File: config.mk
export PLATFORM = sky130hd
export DESIGN_NAME = hkc_ctrl
export DESIGN_NICKNAME = d
export VERILOG_FILES = /design/src/rtl/hkc_pkg.sv /design/src/rtl/hkc_ctrl.sv
export VERILOG_INCLUDE_DIRS = /design/src /design/src/rtl
export SDC_FILE = /design/constraint.sdc
export NUM_CORES = 1
export LEC_CHECK = 0
export ABC_AREA = 1
export BUFFER_PORTS_ARGS = -buffer_cell sky130_fd_sc_hd__clkbuf_2
export CAP_MARGIN = 40
export CORE_AREA = 2 2 39 41
export CTS_CLUSTER_SIZE = 12
export DETAILED_ROUTE_END_ITERATION = 16
export DIE_AREA = 0 0 41 43
export PLACE_DENSITY_LB_ADDON = 0.05
export SLEW_MARGIN = 20
export SYNTH_ARGS = -nofsm -noshare
export SYNTH_HDL_FRONTEND = slang
export SYNTH_SLANG_ARGS = --single-unit
File: constraint.sdc
create_clock -name clk -period 1.3 [get_ports clk]
set_clock_uncertainty 0.2 [all_clocks]
set_input_delay 0.195 -clock clk [delete_from_list [all_inputs] [get_ports clk]]
set_output_delay 0.195 -clock clk [all_outputs]
set_load 0.005 [all_outputs]
File: src/rtl/hashed_key_counter_table_top_assert.svh
// assertion macros for the hashed key counter table
`ifndef HASHED_KEY_COUNTER_TABLE_TOP_ASSERT_SVH
`define HASHED_KEY_COUNTER_TABLE_TOP_ASSERT_SVH
// implication checked on every clock edge outside reset
`define HKC_ASSERT(label, ante, cons, msg) \
  label: assert property (@(posedge clk) disable iff (!rst_n) (ante) |-> (cons)) \
    else $error(msg);
// implication checked in the clock cycle after the antecedent
`define HKC_ASSERT_NEXT(label, ante, cons, msg) \
  label: assert property (@(posedge clk) disable iff (!rst_n) (ante) |=> (cons)) \
    else $error(msg);
`endif

File: src/rtl/hkc_pkg.sv
// package with shared types and constants of the hashed key counter table
`timescale 1ns / 1ps
package hkc_pkg;
  localparam int unsigned KEY_W = 128;
  localparam int unsigned CNT_W = 64;
  localparam int unsigned LIM_W = 11;
  localparam logic [63:0] HASH_SEED = 64'd5381;

  localparam logic [1:0] ST_FOUND   = 2'd0;
  localparam logic [1:0] ST_ABSENT  = 2'd1;
  localparam logic [1:0] ST_REFUSED = 2'd2;

  localparam logic REQ_INC  = 1'b0;
  localparam logic REQ_READ = 1'b1;

  // commands from controller to datapath
  typedef struct packed {
    logic load;       // capture request, start hashing
    logic hash_step;  // one key byte through the hash
    logic set_home;   // probe index from hash
    logic rd;         // issue memory read at probe index
    logic advance;    // probe index plus one
    logic wr_inc;     // write count plus one at probe index
    logic wr_new;     // write new key and count one
    logic clr;        // clearing pass write
    logic res_found;  // result: found
    logic res_absent; // result: absent
    logic res_refuse; // result: refused
  } hkc_cmd_t;

  typedef struct packed {
    logic hash_done;
    logic key_zero;
    logic is_read;
    logic hit;
    logic empty;
    logic probe_last;
    logic clr_last;
    logic room;
  } hkc_sts_t;

  // djb2 step: h*33 xor byte
  function automatic logic [63:0] djb2_step(input logic [63:0] h, input logic [7:0] c);
    djb2_step = ((h << 5) + h) ^ {56'd0, c};
  endfunction
endpackage

File: src/rtl/hkc_ctrl.sv
// controller: clearing pass, hash, probe sequencing and result handshake
`timescale 1ns / 1ps
module hkc_ctrl (
  input  logic              clk,
  input  logic              rst_n,
  input  logic              in_valid,
  output logic              in_stall,
  output logic              out_valid,
  input  logic              out_stall,
  output hkc_pkg::hkc_cmd_t cmd,
  input  hkc_pkg::hkc_sts_t sts
);
  import hkc_pkg::*;
  typedef enum logic [2:0] {
    S_CLEAR, S_IDLE, S_HASH, S_READ, S_WAIT, S_CHECK, S_OUT
  } state_t;

  state_t state_r;
  logic   ovalid_r;
  logic   accept;

  assign in_stall  = (state_r != S_IDLE) || ovalid_r;
  assign accept    = in_valid && !in_stall;
  assign out_valid = ovalid_r;

  always_comb begin
    cmd = '0;
    case (state_r)
      S_CLEAR: cmd.clr = 1'b1;
      S_IDLE:  cmd.load = accept;
      S_HASH: begin
        cmd.hash_step = 1'b1;
        cmd.set_home  = sts.hash_done;
      end
      S_READ: cmd.rd = 1'b1;
      S_WAIT: ;
      S_CHECK: begin
        if (sts.key_zero) begin
          cmd.res_absent = sts.is_read;
          cmd.res_refuse = !sts.is_read;
        end else if (sts.hit) begin
          cmd.res_found = 1'b1;
          cmd.wr_inc    = !sts.is_read;
        end else if (sts.empty || sts.probe_last) begin
          if (sts.is_read) begin
            cmd.res_absent = 1'b1;
          end else if (sts.empty && sts.room) begin
            cmd.res_absent = 1'b1;
            cmd.wr_new     = 1'b1;
          end else begin
            cmd.res_refuse = 1'b1;
          end
        end else begin
          cmd.advance = 1'b1;
        end
      end
      S_OUT: ;
      default: ;
    endcase
  end

  always_ff @(posedge clk) begin
    if (!rst_n) begin
      state_r  <= S_CLEAR;
      ovalid_r <= 1'b0;
    end else begin
      if (ovalid_r && !out_stall) ovalid_r <= 1'b0;
      case (state_r)
        S_CLEAR: if (sts.clr_last) state_r <= S_IDLE;
        S_IDLE:  if (accept) state_r <= S_HASH;
        S_HASH:  if (sts.hash_done) state_r <= S_READ;
        S_READ:  state_r <= S_WAIT;
        S_WAIT:  state_r <= S_CHECK;
        S_CHECK: state_r <= cmd.advance ? S_READ : S_OUT;
        S_OUT: begin
          ovalid_r <= 1'b1;
          state_r  <= S_IDLE;
        end
        default: state_r <= S_IDLE;
      endcase
    end
  end

  `include "hashed_key_counter_table_top_assert.svh"
  `HKC_ASSERT(a_no_accept_busy, ovalid_r, in_stall, "item taken while result pending")
  `HKC_ASSERT_NEXT(a_out_after, state_r == S_OUT, ovalid_r, "result not shown")
  `HKC_ASSERT(a_one_result, state_r == S_CHECK, $onehot0({cmd.res_found, cmd.res_absent, cmd.res_refuse}), "result clash")
endmodule

=== Yosys cells after proc, flatten, opt, wreduce, memory -nomap -nowiden ===
Index checks and enable logic that the tools add are counted.

* Output and inout bits: 13
* Input port bits: 12
* Flip-flop bits (word level): 4
* Word-level logic and storage cells: 52

* Muxes and demuxes: 29
* Equality and inequality tests: 10
* Reduce and logical (&&, ||, !) cells: 11

{| class="wikitable"
|+ Operators by type and width
! kind !! count
|-
| two-way mux 3 bit || 7
|-
| case mux 3 bit (6 select lines) || 1
|-
| two-way mux 1 bit || 17
|-
| == test 3 bit (second input constant) || 3
|-
| two-way mux 2 bit || 4
|-
| == test 3 x 2 -> 1 bit (second input constant) || 2
|-
| != test 2 bit (second input constant) || 3
|-
| == test 3 x 1 -> 1 bit (second input constant) || 1
|-
| logical AND 1 bit || 3
|-
| logical NOT 1 bit || 3
|-
| logical NOT 3 bit || 1
|-
| != test 3 x 1 -> 1 bit (second input constant) || 1
|-
| AND reduction 3 bit || 1
|-
| logical OR 1 bit || 2
|-
| nonzero test 2 bit || 1
|}

=== Logic depth before layout (Yosys ltp) ===
* Word-level depth: 9
* Mapped depth: 7

=== Worst setup path after synthesis ===
No wires, ideal clock.

* Path type: flip-flop to output port
* Start point: reg state_r[1]
* End point: out cmd[4] (netlist bit)
* Arrival time: 844 ps
* Buffers on the path: 0
* Path slack: 61 ps
* Required time: 905 ps
* Cell stages (with the launch flop): 6
* Cell sequence: dfxtp_1 > inv_2 > nand2_2 > inv_1 > nand2_2 > nor4_1

{| class="wikitable"
|+ RTL lines
! what !! RTL line !! RTL
|-
| start: declaration || hkc_ctrl.sv:18 || <nowiki>state_t state_r;</nowiki>
|-
| start signal: assignment || hkc_ctrl.sv:74 || <nowiki>S_CHECK: state_r <= cmd.advance ? S_READ : S_OUT;</nowiki>
|-
| end: declaration || hkc_ctrl.sv:10 || <nowiki>output hkc_pkg::hkc_cmd_t cmd,</nowiki>
|}

==> results.sh <==
export IMPL_fin_util_pct=51.90
export IMPL_crit_arrival_ns=1.10
export IMPL_dp_cells=108
export IMPL_synthSimpleGateAreaFrac_pct=42.50
export IMPL_via_per_inst=4.431
export IMPL_grt_usage_pct=14.59
export IMPL_row_count=14
export IMPL_antennaDiodeCount=0
export IMPL_yosys_area_top_type="dfxtp_1"
export IMPL_cts_made_buffers=3
export IMPL_syn_area_per_cell_um2=5.561
export IMPL_worstHoldPathType="in -> reg"
export IMPL_cts_tree="done"
export IMPL_synthTopCellsByArea="dfxtp_1 23%, inv_1 16%, nand2_1 12%"
export IMPL_synth_compound_area_share_pct=16.43
export IMPL_worst_path_max_fanout=6
export IMPL_cts_root_buf="clkbuf_4"
export IMPL_violations="negative setup slack"
export IMPL_hold_ws_ns=0.06932
export IMPL_drt_pass1_iterations=4
export IMPL_cts_sinks=4
export IMPL_clockBufferDepth=2
export IMPL_worst_slack_ns=-0.1905
export IMPL_slew_headroom_pct=83.84
export IMPL_coreArea_um2=1384
export IMPL_hold_viol_final=0
export IMPL_ys_types=16
export IMPL_worstMarginPinSlew_ns=0.2425
export IMPL_clk_pin_slew_ns=0.03
export IMPL_instances_no_fill=116
export IMPL_syn_cell_area_um2=350.3
export IMPL_synth_top_area_share_pct=22.86
export IMPL_finalSetupViolations=14
export IMPL_final_antenna_net_count=0
export IMPL_yosys_area_share_adder_pct=0
export IMPL_setup_tns_ns=-1.836
export IMPL_vias=514
export IMPL_syn_to_final_growth_pct=105.0
export IMPL_dieWidth_um=41
export IMPL_portBuffers=24
export IMPL_grt_setup_unrepaired="true"
export IMPL_min_period_over_period_pct=114.7
export IMPL_h_tree_depth=1
export IMPL_die_y_um=43
export IMPL_synthCells=63
export IMPL_worstSkewPairLatency_ns=0.23
export IMPL_yosys_warnings=0
export IMPL_num_io_pins=25
export IMPL_drv_slew=0
export IMPL_grt_ovfl_total=0
export IMPL_grt_pass1_wl_um=1780
export IMPL_wl_per_cell_um=9.922
export IMPL_maxCapViolCount=0
export IMPL_start_kind="flop"
export IMPL_dp_hpwl_um=824.2
export IMPL_synth_xor_area_share_pct=0
export IMPL_crit_required_ns=0.90
export IMPL_synth_seq_cells=4
export IMPL_drc=0
export IMPL_dpl_worst_slack_ns=-0.02464
export IMPL_vdd_drop_max_v=0.0007515
export IMPL_drtIter0Drc=3
export IMPL_min_period_ns=1.491
export IMPL_powerDensity_nw_per_um2=1176
export IMPL_nets=114
export IMPL_place_congestion=0.7959
export IMPL_fmax_mhz=670.9
export IMPL_muxShareOfSynthArea_pct=0
export IMPL_grt_pass1_vias=475
export IMPL_wl_um=1151
export IMPL_initial_core_util_pct=25.32
export IMPL_leakagePower_nw=0.3823
export IMPL_end_kind="output pin"
export IMPL_antenna_found_initial=0
export IMPL_synth_top_family_by_area="simple AND/OR/NAND/NOR gates"
export IMPL_grt_max_degree=7
export IMPL_dieArea_um2=1763
export IMPL_yosysSeqAreaShare_pct=22.86
export IMPL_synth_nets=75
export IMPL_drive_gt1_share_pct=62.00
export IMPL_status="complete, but fails checks"
export IMPL_path_class="reg -> out"
export IMPL_num_fill_cells=153
-- Yosys cell counts --
cell,number
a31oi_1,1
nor2_1,7
nand2_1,11
dfxtp_1,4
nand3_2,1
nor2_2,1
o21ai_2,1
nor3_1,4
o21ai_1,1
inv_1,15
nand2_2,2
nand3_1,4
a21oi_1,6
nor4_1,2
o21bai_1,1
inv_2,2
-- per-stage QoR --
step / total power, mW / instance area (um2)
after floorplan: 0.3541 / 350.3
after global placement: 0.4975 / 528.0
after detailed placement: 0.4945 / 528.0
after CTS: 0.7495 / 638.1
after global routing: 0.9281 / 718.2
final: 0.8446 / 718.2
-- kinds of logic after synthesis --
family	Yosys count
AND/OR/NAND/NOR	32
flip-flops	4
AO/OA/AOI/OAI	10
buffers and inverters	17
-- placed cells by master, fill, tap and decap left out, types with 2 or more instances in the layout --
master    Yosys  layout
clkbuf_4      0       3
nand2_1      11       8
inv_2         2       4
dfxtp_2       0       2
nor4_4        0       2
nor3_2        0       3
nor2_4        0       2
inv_1        15      12
buf_6         0       3
nand3_2       1       2
buf_2         0       7
nand2_2       2       3
buf_4         0       6
nand3_1       4       2
a21oi_1       6       5
clkbuf_2      0      17
nor2_1        7       5
-- metal layers --
metal,share of wire (%),up-vias,track usage (%)
met3,4.9,0,3.665
met1,40,226,17.48
met5,0,-,0
met4,0,0,8.000
met2,55,12,22.50
li1,-,276,-
-- critical path, stage by stage, from the launching register on --
cell,delay (ns)
dfxtp_2,0.31
inv_2,0.07
nand2_4,0.07
inv_4,0.08
nand2_8,0.07
nor4_4,0.12
buf_2,0.15
-- final cells by class --
class / instances / area [um2] / area share [%]
flip-flops and latches: 4 / 86.33 / 12.02
clock buffers: 3 / 22.52 / 3.136
multi-input cells: 42 / 314.1 / 43.73
inverters: 17 / 66.31 / 9.233
repair buffers: 34 / 209.0 / 29.09
well taps: 16 / 20.02 / 2.787
-- flip-flops by register name (all words and copies together), names as in the netlist --
name / flops
state_r: 3
out_valid: 1
-- power by group --
part	switching, mW	total (mW)	internal [mW]
sequential	0.0261	0.175	0.149
clock	0.0451	0.148	0.103
combinational	0.270	0.522	0.252
total	0.341	0.845	0.504
-- path summary, 6_finish.rpt --
kind                                         startpoint                 endpoint  slack [ns]  cells past startpoint
worst max register to register  state_r[0]$_SDFFE_PN0P_  state_r[0]$_SDFFE_PN0P_       -0.03                      9
worst max-delay path            state_r[1]$_SDFFE_PN0P_                   cmd[4]       -0.19                      6
worst min-delay path                              rst_n  state_r[1]$_SDFFE_PN0P_        0.07                      3
worst min register to register   out_valid$_SDFFE_PN0P_   out_valid$_SDFFE_PN0P_        0.30                      2
-- timing repair --
| item | 4_1_cts | 5_1_grt |
|---|---|---|
| buffers inserted | 3 | 1 |
| hold buffers | 1 | 0 |
| setup endpoints to repair | 12 | 14 |
| hold endpoints to repair | 1 | 0 |
| resized for setup | 16 | 23 |
| pin swaps | 5 | 3 |
No activity file was read; power rests on OpenSTA's default activity.
